<file path="config.mk">
export PLATFORM = sky130hd
export DESIGN_NAME = dirty_rect_tracker_top
export DESIGN_NICKNAME = d
export VERILOG_FILES = /design/src/hdl/drt_pkg.sv /design/src/hdl/drt_region_ram.sv /design/src/hdl/drt_clip.sv /design/src/hdl/dirty_rect_tracker_top.sv
export SDC_FILE = /design/constraint.sdc
export NUM_CORES = 2
export LEC_CHECK = 0
export BUFFER_PORTS_ARGS = -buffer_cell sky130_fd_sc_hd__clkbuf_2
export CAP_MARGIN = 30
export CORE_UTILIZATION = 52
export DETAILED_ROUTE_END_ITERATION = 10
export PLACE_DENSITY_LB_ADDON = 0.08
export RECOVER_POWER = 50
export SLEW_MARGIN = 20
export SYNTH_ARGS = -nofsm -noshare
export SYNTH_HDL_FRONTEND = slang
export SYNTH_SLANG_ARGS = --single-unit
</file>
<file path="constraint.sdc">
create_clock -name clk -period 16.3 [get_ports clk]
set_input_delay 3.26 -clock clk [delete_from_list [all_inputs] [get_ports clk]]
set_output_delay 3.26 -clock clk [all_outputs]
set_load 0.05 [all_outputs]
</file>
<file path="src/hdl/drt_pkg.sv">
// ----------------------------------------------------------------------------
// drt_pkg
// Shared types, constants and rectangle helpers for the dirty-rectangle
// tracker.
// ----------------------------------------------------------------------------
`default_nettype none

package drt_pkg;

  localparam int MAX_REGIONS = 8;
  localparam int IDX_W       = $clog2(MAX_REGIONS);
  localparam int CNT_W       = $clog2(MAX_REGIONS + 1);
  localparam int COORD_W     = 15;
  localparam int RIDX_W      = 3;
  localparam int MERGE_W     = 16;

  localparam logic [1:0] CFG_SURF_WIDTH  = 2'd0;
  localparam logic [1:0] CFG_SURF_HEIGHT = 2'd1;
  localparam logic [1:0] CFG_SURF_READY  = 2'd2;

  typedef enum logic [1:0] {
    CMD_INV_ALL  = 2'd0,
    CMD_INV_RECT = 2'd1,
    CMD_CLEAR    = 2'd2,
    CMD_QUERY    = 2'd3
  } cmd_t;

  typedef struct packed {
    logic [COORD_W-1:0] x;
    logic [COORD_W-1:0] y;
    logic [COORD_W-1:0] w;
    logic [COORD_W-1:0] h;
  } box_t;

  typedef struct packed {
    logic usable;
    logic empty;
    box_t box;
  } clip_res_t;

  function automatic box_t box_union(box_t a, box_t b);
    logic [COORD_W:0]   ax2;
    logic [COORD_W:0]   bx2;
    logic [COORD_W:0]   ay2;
    logic [COORD_W:0]   by2;
    logic [COORD_W:0]   x2;
    logic [COORD_W:0]   y2;
    box_t               o;
    ax2 = {1'b0, a.x} + {1'b0, a.w};
    bx2 = {1'b0, b.x} + {1'b0, b.w};
    ay2 = {1'b0, a.y} + {1'b0, a.h};
    by2 = {1'b0, b.y} + {1'b0, b.h};
    x2  = (ax2 > bx2) ? ax2 : bx2;
    y2  = (ay2 > by2) ? ay2 : by2;
    o.x = (a.x < b.x) ? a.x : b.x;
    o.y = (a.y < b.y) ? a.y : b.y;
    o.w = COORD_W'(x2 - {1'b0, o.x});
    o.h = COORD_W'(y2 - {1'b0, o.y});
    return o;
  endfunction

  function automatic logic box_touches(box_t a, box_t b);
    logic nz;
    logic hx;
    logic hy;
    nz = (a.w != '0) && (a.h != '0) && (b.w != '0) && (b.h != '0);
    hx = ({1'b0, a.x} <= ({1'b0, b.x} + {1'b0, b.w})) &&
         (({1'b0, a.x} + {1'b0, a.w}) >= {1'b0, b.x});
    hy = ({1'b0, a.y} <= ({1'b0, b.y} + {1'b0, b.h})) &&
         (({1'b0, a.y} + {1'b0, a.h}) >= {1'b0, b.y});
    return nz && hx && hy;
  endfunction

endpackage

`default_nettype wire

</file>
<file path="src/hdl/drt_region_ram.sv">
// ----------------------------------------------------------------------------
// drt_region_ram
// Region list storage: one write port, one read port, registered read data.
// ----------------------------------------------------------------------------
`default_nettype none

module drt_region_ram
  import drt_pkg::*;
(
  input  logic             clk,
  input  logic             we,
  input  logic [IDX_W-1:0] waddr,
  input  box_t             wdata,
  input  logic             re,
  input  logic [IDX_W-1:0] raddr,
  output box_t             rdata
);

  box_t mem [MAX_REGIONS];
  box_t rdata_r;

  always_ff @(posedge clk) begin
    if (we) begin
      mem[waddr] <= wdata;
    end
  end

  always_ff @(posedge clk) begin
    if (re) begin
      rdata_r <= mem[raddr];
    end
  end

  assign rdata = rdata_r;

endmodule

`default_nettype wire

</file>
<file path="src/hdl/drt_clip.sv">
// ----------------------------------------------------------------------------
// drt_clip
// Clips a signed rectangle against the surface and checks surface usability.
// ----------------------------------------------------------------------------
`default_nettype none

module drt_clip
  import drt_pkg::*;
(
  input  logic [COORD_W-1:0] surf_w,
  input  logic [COORD_W-1:0] surf_h,
  input  logic               surf_rdy,
  input  logic [15:0]        rect_x,
  input  logic [15:0]        rect_y,
  input  logic [15:0]        rect_w,
  input  logic [15:0]        rect_h,
  output clip_res_t          res
);

  typedef struct packed {
    logic               empty;
    logic [COORD_W-1:0] lo;
    logic [COORD_W-1:0] len;
  } axis_t;

  function automatic axis_t clip_axis(logic [15:0] s, logic [15:0] n,
                                      logic [COORD_W-1:0] lim);
    logic signed [17:0] s_e;
    logic signed [17:0] e_e;
    logic signed [17:0] l_e;
    logic signed [17:0] hi;
    logic signed [17:0] lo_e;
    axis_t              a;
    s_e     = $signed({{2{s[15]}}, s});
    e_e     = s_e + $signed({2'b00, n});
    l_e     = $signed({3'b000, lim});
    hi      = (e_e < l_e) ? e_e : l_e;
    a.lo    = s[15] ? '0 : s[COORD_W-1:0];
    lo_e    = $signed({3'b000, a.lo});
    a.empty = (n == '0) || (hi <= lo_e);
    a.len   = COORD_W'(hi[COORD_W-1:0] - a.lo);
    return a;
  endfunction

  axis_t ax;
  axis_t ay;

  always_comb begin
    ax         = clip_axis(rect_x, rect_w, surf_w);
    ay         = clip_axis(rect_y, rect_h, surf_h);
    res.usable = surf_rdy && (surf_w != '0) && (surf_h != '0);
    res.empty  = ax.empty || ay.empty;
    res.box.x  = ax.lo;
    res.box.y  = ay.lo;
    res.box.w  = ax.len;
    res.box.h  = ay.len;
  end

endmodule

`default_nettype wire

</file>
<file path="src/hdl/dirty_rect_tracker_top.sv">
// Sequence: invalidate-all, clear and query go from accept through the clip, read and
// output states; invalidate-rect scans the list, reading and then comparing each entry
// on the one RAM read port until one merges or the list ends, then reads and outputs.
// Flow: one item at a time; the next is taken the cycle after the result loads.
// Reset (rst_n, synchronous) clears control, counters, bounds and config;
// the region RAM is not cleared and its read data is used only below the stored count.
// ----------------------------------------------------------------------------
// dirty_rect_tracker_top
// Dirty-rectangle merge list: sequencer, bounds and counters around the
// region RAM.
// ----------------------------------------------------------------------------
`default_nettype none

module dirty_rect_tracker_top
  import drt_pkg::*;
(
  input  logic                  clk,
  input  logic                  rst_n,
  input  logic                  cfg_we,
  input  logic [1:0]            cfg_index,
  input  logic [COORD_W-1:0]    cfg_wdata,
  input  logic                  in_valid,
  output logic                  in_stall,
  input  logic [1:0]            in_command,
  input  logic signed [15:0]    in_rect_x,
  input  logic signed [15:0]    in_rect_y,
  input  logic [15:0]           in_rect_w,
  input  logic [15:0]           in_rect_h,
  input  logic [RIDX_W-1:0]     in_read_index,
  output logic                  out_valid,
  input  logic                  out_stall,
  output logic                  out_dirty_flag,
  output logic [COORD_W-1:0]    out_bound_x,
  output logic [COORD_W-1:0]    out_bound_y,
  output logic [COORD_W-1:0]    out_bound_w,
  output logic [COORD_W-1:0]    out_bound_h,
  output logic [3:0]            out_rect_count,
  output logic [MERGE_W-1:0]    out_merge_count,
  output logic                  out_entry_valid,
  output logic [COORD_W-1:0]    out_entry_x,
  output logic [COORD_W-1:0]    out_entry_y,
  output logic [COORD_W-1:0]    out_entry_w,
  output logic [COORD_W-1:0]    out_entry_h
);

  typedef enum logic [2:0] {
    S_IDLE,
    S_CLIP,
    S_SCAN,
    S_CMP,
    S_READ,
    S_OUT
  } state_t;

  state_t              state_r;
  cmd_t                cmd_r;
  logic [15:0]         rx_r;
  logic [15:0]         ry_r;
  logic [15:0]         rw_r;
  logic [15:0]         rh_r;
  logic [RIDX_W-1:0]   idx_r;
  logic [COORD_W-1:0]  surf_w_r;
  logic [COORD_W-1:0]  surf_h_r;
  logic                surf_rdy_r;
  box_t                bbox_r;
  logic                has_bounds_r;
  logic [CNT_W-1:0]    count_r;
  logic [MERGE_W-1:0]  merges_r;
  logic                redraw_r;
  box_t                clip_r;
  logic [CNT_W-1:0]    scan_r;

  logic                out_valid_r;
  logic                out_dirty_r;
  box_t                out_bound_r;
  logic [3:0]          out_count_r;
  logic [MERGE_W-1:0]  out_merges_r;
  logic                out_ev_r;
  box_t                out_entry_r;

  clip_res_t           clip;
  logic                ram_we;
  logic [IDX_W-1:0]    ram_waddr;
  box_t                ram_wdata;
  logic                ram_re;
  logic [IDX_W-1:0]    ram_raddr;
  box_t                ram_rdata;
  box_t                full_box;
  box_t                merged;
  logic                hit;
  logic                ev;
  logic                out_load;

  drt_clip u_clip (
    .surf_w   (surf_w_r),
    .surf_h   (surf_h_r),
    .surf_rdy (surf_rdy_r),
    .rect_x   (rx_r),
    .rect_y   (ry_r),
    .rect_w   (rw_r),
    .rect_h   (rh_r),
    .res      (clip)
  );

  drt_region_ram u_ram (
    .clk   (clk),
    .we    (ram_we),
    .waddr (ram_waddr),
    .wdata (ram_wdata),
    .re    (ram_re),
    .raddr (ram_raddr),
    .rdata (ram_rdata)
  );

  assign in_stall = (state_r != S_IDLE);
  assign full_box = '{x: '0, y: '0, w: surf_w_r, h: surf_h_r};
  assign merged   = box_union(ram_rdata, clip_r);
  assign hit      = box_touches(ram_rdata, clip_r);
  assign ev       = has_bounds_r &&
                    ({{CNT_W{1'b0}}, idx_r} < {{RIDX_W{1'b0}}, count_r});
  assign out_load = (state_r == S_OUT) && (!out_valid_r || !out_stall);

  always_comb begin
    ram_we    = 1'b0;
    ram_waddr = scan_r[IDX_W-1:0];
    ram_wdata = clip_r;
    ram_re    = 1'b0;
    ram_raddr = IDX_W'(idx_r);
    case (state_r)
      S_CLIP: begin
        if (cmd_r == CMD_INV_ALL && clip.usable) begin
          ram_we    = 1'b1;
          ram_waddr = '0;
          ram_wdata = full_box;
        end
      end
      S_SCAN: begin
        if (scan_r < count_r) begin
          ram_re    = 1'b1;
          ram_raddr = scan_r[IDX_W-1:0];
        end else if (count_r < CNT_W'(MAX_REGIONS)) begin
          ram_we    = 1'b1;
          ram_waddr = count_r[IDX_W-1:0];
        end else begin
          ram_we    = 1'b1;
          ram_waddr = '0;
          ram_wdata = bbox_r;
        end
      end
      S_CMP: begin
        if (hit) begin
          ram_we    = 1'b1;
          ram_wdata = merged;
        end
      end
      S_READ: begin
        ram_re = 1'b1;
      end
      default: begin
      end
    endcase
  end

  always_ff @(posedge clk) begin
    if (!rst_n) begin
      state_r      <= S_IDLE;
      surf_w_r     <= '0;
      surf_h_r     <= '0;
      surf_rdy_r   <= 1'b0;
      bbox_r       <= '0;
      has_bounds_r <= 1'b0;
      count_r      <= '0;
      merges_r     <= '0;
      redraw_r     <= 1'b0;
      scan_r       <= '0;
      out_valid_r  <= 1'b0;
    end else begin
      if (cfg_we) begin
        case (cfg_index)
          CFG_SURF_WIDTH:  surf_w_r   <= cfg_wdata;
          CFG_SURF_HEIGHT: surf_h_r   <= cfg_wdata;
          CFG_SURF_READY:  surf_rdy_r <= cfg_wdata[0];
          default: begin
          end
        endcase
      end

      if (out_valid_r && !out_stall && !out_load) begin
        out_valid_r <= 1'b0;
      end

      case (state_r)
        S_IDLE: begin
          if (in_valid) begin
            cmd_r   <= cmd_t'(in_command);
            rx_r    <= in_rect_x;
            ry_r    <= in_rect_y;
            rw_r    <= in_rect_w;
            rh_r    <= in_rect_h;
            idx_r   <= in_read_index;
            state_r <= S_CLIP;
          end
        end
        S_CLIP: begin
          state_r <= S_READ;
          case (cmd_r)
            CMD_INV_ALL: begin
              if (clip.usable) begin
                bbox_r       <= full_box;
                has_bounds_r <= 1'b1;
                count_r      <= CNT_W'(1);
                merges_r     <= '0;
              end
              redraw_r <= 1'b1;
            end
            CMD_INV_RECT: begin
              if (clip.usable && !clip.empty) begin
                bbox_r       <= has_bounds_r ? box_union(bbox_r, clip.box) : clip.box;
                has_bounds_r <= 1'b1;
                redraw_r     <= 1'b1;
                clip_r       <= clip.box;
                scan_r       <= '0;
                state_r      <= S_SCAN;
              end
            end
            CMD_CLEAR: begin
              bbox_r       <= '0;
              has_bounds_r <= 1'b0;
              count_r      <= '0;
              merges_r     <= '0;
              redraw_r     <= 1'b0;
            end
            default: begin
            end
          endcase
        end
        S_SCAN: begin
          if (scan_r < count_r) begin
            state_r <= S_CMP;
          end else begin
            if (count_r < CNT_W'(MAX_REGIONS)) begin
              count_r <= count_r + CNT_W'(1);
            end else begin
              count_r  <= CNT_W'(1);
              merges_r <= merges_r + MERGE_W'(1);
            end
            state_r <= S_READ;
          end
        end
        S_CMP: begin
          if (hit) begin
            merges_r <= merges_r + MERGE_W'(1);
            state_r  <= S_READ;
          end else begin
            scan_r  <= scan_r + CNT_W'(1);
            state_r <= S_SCAN;
          end
        end
        S_READ: begin
          state_r <= S_OUT;
        end
        S_OUT: begin
          if (out_load) begin
            out_valid_r  <= 1'b1;
            out_dirty_r  <= redraw_r;
            out_bound_r  <= bbox_r;
            out_count_r  <= has_bounds_r ? 4'(count_r) : '0;
            out_merges_r <= has_bounds_r ? merges_r : '0;
            out_ev_r     <= ev;
            out_entry_r  <= ev ? ram_rdata : '0;
            state_r      <= S_IDLE;
          end
        end
        default: begin
          state_r <= S_IDLE;
        end
      endcase
    end
  end

  assign out_valid       = out_valid_r;
  assign out_dirty_flag  = out_dirty_r;
  assign out_bound_x     = out_bound_r.x;
  assign out_bound_y     = out_bound_r.y;
  assign out_bound_w     = out_bound_r.w;
  assign out_bound_h     = out_bound_r.h;
  assign out_rect_count  = out_count_r;
  assign out_merge_count = out_merges_r;
  assign out_entry_valid = out_ev_r;
  assign out_entry_x     = out_entry_r.x;
  assign out_entry_y     = out_entry_r.y;
  assign out_entry_w     = out_entry_r.w;
  assign out_entry_h     = out_entry_r.h;

endmodule

`default_nettype wire

</file>
# [Word-level counts from Yosys, hierarchy flattened]
# Memory sizes are Yosys's and may differ from the RTL's. A register that Yosys moved wholly into a read port is not among the register bits.
# Cells that the tools add are included.
[totals] reg_bits=392 mem_bits_rw=480 mem_count=1 output_inout_bits=144 latchBits=0 rom_bits=0
[memory_table] memory="u_ram.mem" words=8 word_bits=60 read_ports=1 rd_ports_with_merged_regs=1 wr=1 line="drt_region_ram.sv:19" text="box_t mem [MAX_REGIONS];"
[classes] div_mod_pow=0 n_reduce_logical=51 n_eq_ne=21 add_sub_neg=19 bitwise_logic=0 shifts=0 mux=64 mul=0 n_lt_le_gt_ge=19
[op_table] cell="$mux 60" n=7
[op_table] cell="$pmux 60 s3" n=2
[op_table] cell="$mux 15" n=10
[op_table] cell="$add 15x15->16" n=8
[op_table] cell="$reduce_bool 15->1" n=6
[op_table] cell="$sub 15x15->15" n=6
[op_table] cell="$gt 16x16->1" n=4
[op_table] cell="$mux 16" n=4
[op_table] cell="$lt 15x15->1" n=4
[op_table] cell="$pmux 16 s3" n=1
[op_table] cell="$add 16x17->18" n=2
[op_table] cell="$le 18x16->1" n=2
[op_table] cell="$lt 18x16->1" n=2
[op_table] cell="$mux 18" n=2
[op_table] cell="$mux 3" n=11
[op_table] cell="$ge 16x15->1" n=2
[op_table] cell="$le 15x16->1" n=2
[op_table] cell="$logic_not 16->1" n=2
[op_table] cell="$pmux 16 s2" n=1
[op_table] cell="$mux 4" n=6
[op_table] cell="$pmux 4 s2" n=3
[op_table] cell="$ne 2x2->1 const B" n=10
[op_table] cell="$pmux 3 s6" n=1
[op_table] cell="$add 16x1->16 const B" n=1
[op_table] cell="26 further kinds" n=75

# [Logic depth before layout (Yosys ltp)]
[logic_depth] ltp_word=11 mapped_depth=61 depth_no_buf=59

# [Modules after synthesis]
# From an unflattened synthesis, not the netlist that was laid out.
[unflattened] hier_cells=4391 area_unflattened_um2=53348.7
[by_module_without_submodules] mod="dirty_rect_tracker_top" area_per_inst_um2=29076.6 n_inst=1 cells_each=3045
[by_module_without_submodules] mod="drt_region_ram" area_per_inst_um2=20007.9 n_inst=1 cells_each=766
[by_module_without_submodules] mod="drt_clip" area_per_inst_um2=4264.1 n_inst=1 cells_each=580

# [Worst setup path after synthesis]
# Ideal clock, no wire load.
[synth_path] path_type="flip-flop to flip-flop" start="register ry_r[0]" end="register clip_r[0] (netlist name), enable pin" setup_time_ns=0.626 t_arrival_ns=11.823 path_slack_ns=3.850 path_buffers=2 synth_period_minus_slack_ns=12.450 stages_incl_launch_ff=33 path_cell_list="edfxtp_1 ha_1 inv_1 fa_1 nor2b_1 o21ai_0 a21oi_1 o21ai_0 o21ai_0 o21ai_0 nand2b_1 a21o_1 a21oi_1 xnor2_1 ha_1 a31oi_1 nand3b_1 a211o_1 ha_1 clkbuf_1 clkbuf_1 mux2i_1 inv_1 fa_1 nor2b_1 o21ai_0 a21boi_0 o311a_1 o311ai_0 a221oi_1 a31oi_1 or2_4 nor4_1"
[synth_via] elab_chain_len=9 word_cells_on_any_way=10 cone_classes="add/sub: 1; order compare: 2; mux: 2; reduce/logical: 5"
[synth_lines] element="from (decl)" line="dirty_rect_tracker_top.sv:58" text="logic [15:0] ry_r;"
[synth_lines] element="from (signal assigned)" line="dirty_rect_tracker_top.sv:197" text="ry_r <= in_rect_y;"
[synth_lines] element="$add 16x17->18" line="drt_clip.sv:35" text="e_e = s_e + $signed({2'b00, n});"
[synth_lines] element="$lt 18x16->1" line="drt_clip.sv:37" text="hi = (e_e < l_e) ? e_e : l_e;"
[synth_lines] element="$mux 18" line="drt_clip.sv:37"
[synth_lines] element="$le 18x16->1 (*)" line="drt_clip.sv:40" text="a.empty = (n == '0) || (hi <= lo_e);"
[synth_lines] element="$logic_or 1x1->1 (*)" line="drt_clip.sv:40"
[synth_lines] element="$logic_or 1x1->1 (*)" line="drt_clip.sv:52" text="res.empty = ax.empty || ay.empty;"
[synth_lines] element="$logic_not 1->1 (*)" line="dirty_rect_tracker_top.sv:217" text="if (clip.usable && !clip.empty) begin"
[synth_lines] element="$logic_and 1x1->1 (*)" line="dirty_rect_tracker_top.sv:217"
[synth_lines] element="$reduce_and 4->1 (no source line) (*)"
[synth_lines] element="to (signal assigned)" line="dirty_rect_tracker_top.sv:221" text="clip_r <= clip.box;"
[synth_lines] element="to (decl)" line="dirty_rect_tracker_top.sv:70" text="box_t clip_r;"
# Every way passes the cells marked *; elsewhere a longest branch is shown, timed or not.
# A chain may end at the register's enable or synchronous reset.

==> metrics.yaml <==
grt_max_degree: 82
finalCritPeriodShare_pct: 77.3
path_class: "reg2reg"
avgRoutedWirePerCell_um: 24.6
rows: 116
drtIter0Drc: 3327
vdd_drop_max_uv: 131
fin_skew_ns: 0.0306
ys_seq_area_share_pct: 50.9
yosysTopAreaCellShare_pct: 46.3
core_area_mm2: 0.100
grt.overflow.total: 0
hold_buffers: 0
p_int_uw: 4690
synthArstFlopShare_pct: 0
critPathCaptureType: "flop"
p_comb_share_pct: 28.5
clock_latency_ns: 0.71
cts_resized: 0
place_area_mm2: 0.0555
drc: 0
clock-sinks: 932
seqPwrFrac_pct: 39.2
cp-start-kind: "flop"
cts_htree_levels: 3
maxSlewViolCount: 567
first_pass_iters: 5
synthCells: 4382
p_leak_uw: 0.0219
cp.arrival_ns: 13.18
fin_setup_tns_ns: 0
finalCriticalPeriod_ns: 12.60
syn-cell-area_mm2: 0.0526
cp.required_ns: 16.88
worst_path_max_delay_cell: "ha_1"
synth.net_count: 4957
port_buffers: 234
place_hpwl_um: 108000
sw_frac_of_total_pct: 31.3
status: "finished, violations left"
vias: 36700
vias_per_cell: 6.09
p_switching_uw: 2140
ant_nets: 0
cts_buffer_depth: 3
final_util_pct: 58.3
grt_pass1_wl_um: 220000
die-area_mm2: 0.102
cp_common_cell: "ha_1"
initial_core_util_pct: 52.5
max-slew-margin-rel_pct: -369
whs_ns: 0.487
pwr-share-clk_pct: 32.2
synth-edff-count: 811
worst_pin_slew_ns: 7.04
hold_path.class: "reg2reg"
synth_area_per_cell_um2: 12.0
cts_tree: "built"
cap_violations: 12
die_x_um: 320
violations: "max-capacitance violations, max-slew violations"
drive_gt1_share_pct: 11.0
max_freq_ghz: 0.0794
layout_commonest_cell: "edfxtp_1"
fin_nets: 5212
rsz0062_at_grt: "no"
track_usage_pct: 28.7
cts_buffers: 97
dp_cells: 5827
dieHeight_um: 320
grt_pass1_vias: 35400
ys_types: 89
cp_max_fo: 20
setup_viol: 0
areaGrowthSynthToFinish_pct: 11.0
antenna_found_initial: 1
cp_slowest_stage_delay_ns: 0.82
hold_viol: 0
synth-seq-cells: 932
mostFrequentLayoutCells: "811 x edfxtp_1, 468 x ha_1, 329 x a21oi_1"
stdcell_area_mm2: 0.0584
p_per_area_mw_per_mm2: 117
synthTopCellsByArea: "edfxtp_1 46%, ha_1 11%, mux4_2 5.1%"
place_congestion: 0.942
cts_setup_buffers: 0
clkTransAtPathRegs_ns: 0.06
wirelength_um: 148000
pin_count: 235
yosysTopAreaCell: "edfxtp_1"
instances_no_fill: 6020
synthFlopType: "edfxtp_1"
yosysWarnings: 0
cts-root-buf: "clkbuf_16"
-- per-stage QoR --
stage               total power [uW]  worst slack [ns]
global route                    7150              2.54
floorplan                       4170              3.85
finish                          6820              3.70
CTS                             6830              4.02
detailed placement              4630              4.04
global placement                4630              4.22
-- worst paths after layout --
kind	slack, ns	cells past startpoint	endpoint	start
worst max-delay path	3.70	56	bbox_r[29]	rw_r[1]
worst min-delay path	0.49	2	surf_w_r[8]	surf_w_r[8]
worst max register to register	3.70	56	bbox_r[29]	rw_r[1]
worst min register to register	0.49	2	surf_w_r[8]	surf_w_r[8]
-- metal layers --
metal  track usage [%]  wire (um)  part of all wire, %  up-vias
met3              4.08      11700                  7.9      196
met2              43.7      64600                   44     1382
li1                  -          -                    -    17200
met4              8.39       4070                  2.7        0
met5                 0          0                    0        -
met1              42.6      67700                   46    17900
-- sequential cells by signal, indices dropped and copies added, names as in the netlist, 16 cells and up --
| signal | count |
|---|---|
| u_ram.mem | 480 |
| bbox_r | 60 |
| clip_r | 60 |
| u_ram.rdata | 60 |
| merges_r | 16 |
| out_merge_count | 16 |
| rh_r | 16 |
| rw_r | 16 |
| rx_r | 16 |
| ry_r | 16 |
-- critical path: cells and delay by family (launching register included) --
kind / cells / cell delay (ns)
and+or+nand+nor: 14 / 1.96
DFF: 1 / 0.41
muxes: 1 / 0.44
xor gates and xnor gates: 5 / 0.91
AOI/OAI and AO/OA: 25 / 5.72
adders and majority gates: 8 / 2.82
buffers and inverters: 3 / 0.18
-- cells by family (layout without fill, tap and decap cells) --
logic type,Yosys count,after routing,share of synthesized area (%)
buffers and inverters,344,682,2.53
AOI/OAI and AO/OA,1065,1065,13.0
xor gates and xnor gates,201,201,3.35
muxes,295,295,8.68
and+or+nand+nor,1061,1061,9.81
other,0,2,0
adders and majority gates,484,484,11.7
DFF,932,932,50.9
-- cells in the mapped netlist (11+ instances only) --
| cell type | n |
|---|---|
| o221ai_1 | 11 |
| inv_1 | 196 |
| a221o_1 | 18 |
| or3_1 | 15 |
| a211oi_1 | 32 |
| and2_1 | 86 |
| o21bai_1 | 30 |
| xnor2_1 | 126 |
| and3_1 | 15 |
| nor2_1 | 275 |
| dfxtp_1 | 121 |
| nor4_1 | 33 |
| nor3_1 | 74 |
| a21o_1 | 131 |
| nand2_1 | 279 |
| a221oi_1 | 11 |
| fa_1 | 16 |
| nand3_1 | 61 |
| o41ai_1 | 11 |
| buf_1 | 14 |
| nor2b_1 | 69 |
| clkbuf_1 | 112 |
| a22o_1 | 39 |
| nand4_1 | 47 |
| nand2b_1 | 56 |
| o21ai_0 | 191 |
| edfxtp_1 | 811 |
| o211ai_1 | 28 |
| or2_2 | 13 |
| mux2_2 | 87 |
| buf_2 | 17 |
| o21a_1 | 38 |
| o31ai_1 | 13 |
| xor2_1 | 75 |
| o22ai_1 | 51 |
| a31oi_1 | 47 |
| mux4_2 | 120 |
| a21oi_1 | 333 |
| mux2i_1 | 87 |
| ha_1 | 468 |
-- area by class of cell --
class | count | area (um^2)
sequential | 932 | 26800
clock inverter | 59 | 571
tap | 1298 | 1620
multi-input combinational | 3106 | 24600
antenna | 2 | 5.00
fill | 8378 | 41800
inverter | 197 | 739
timing repair buffer | 303 | 1470
clock buffer | 123 | 2580
-- power by group through the flow --
stage	logic (uW)	registers [uW]	clock network, uW
after global placement	1900	2720	0
after global routing	2150	2680	2320
after floorplan	1460	2710	0
after detailed placement	1910	2720	0
after CTS	1920	2670	2240
final	1950	2680	2200
No activity file was read; power rests on OpenSTA's default activity.
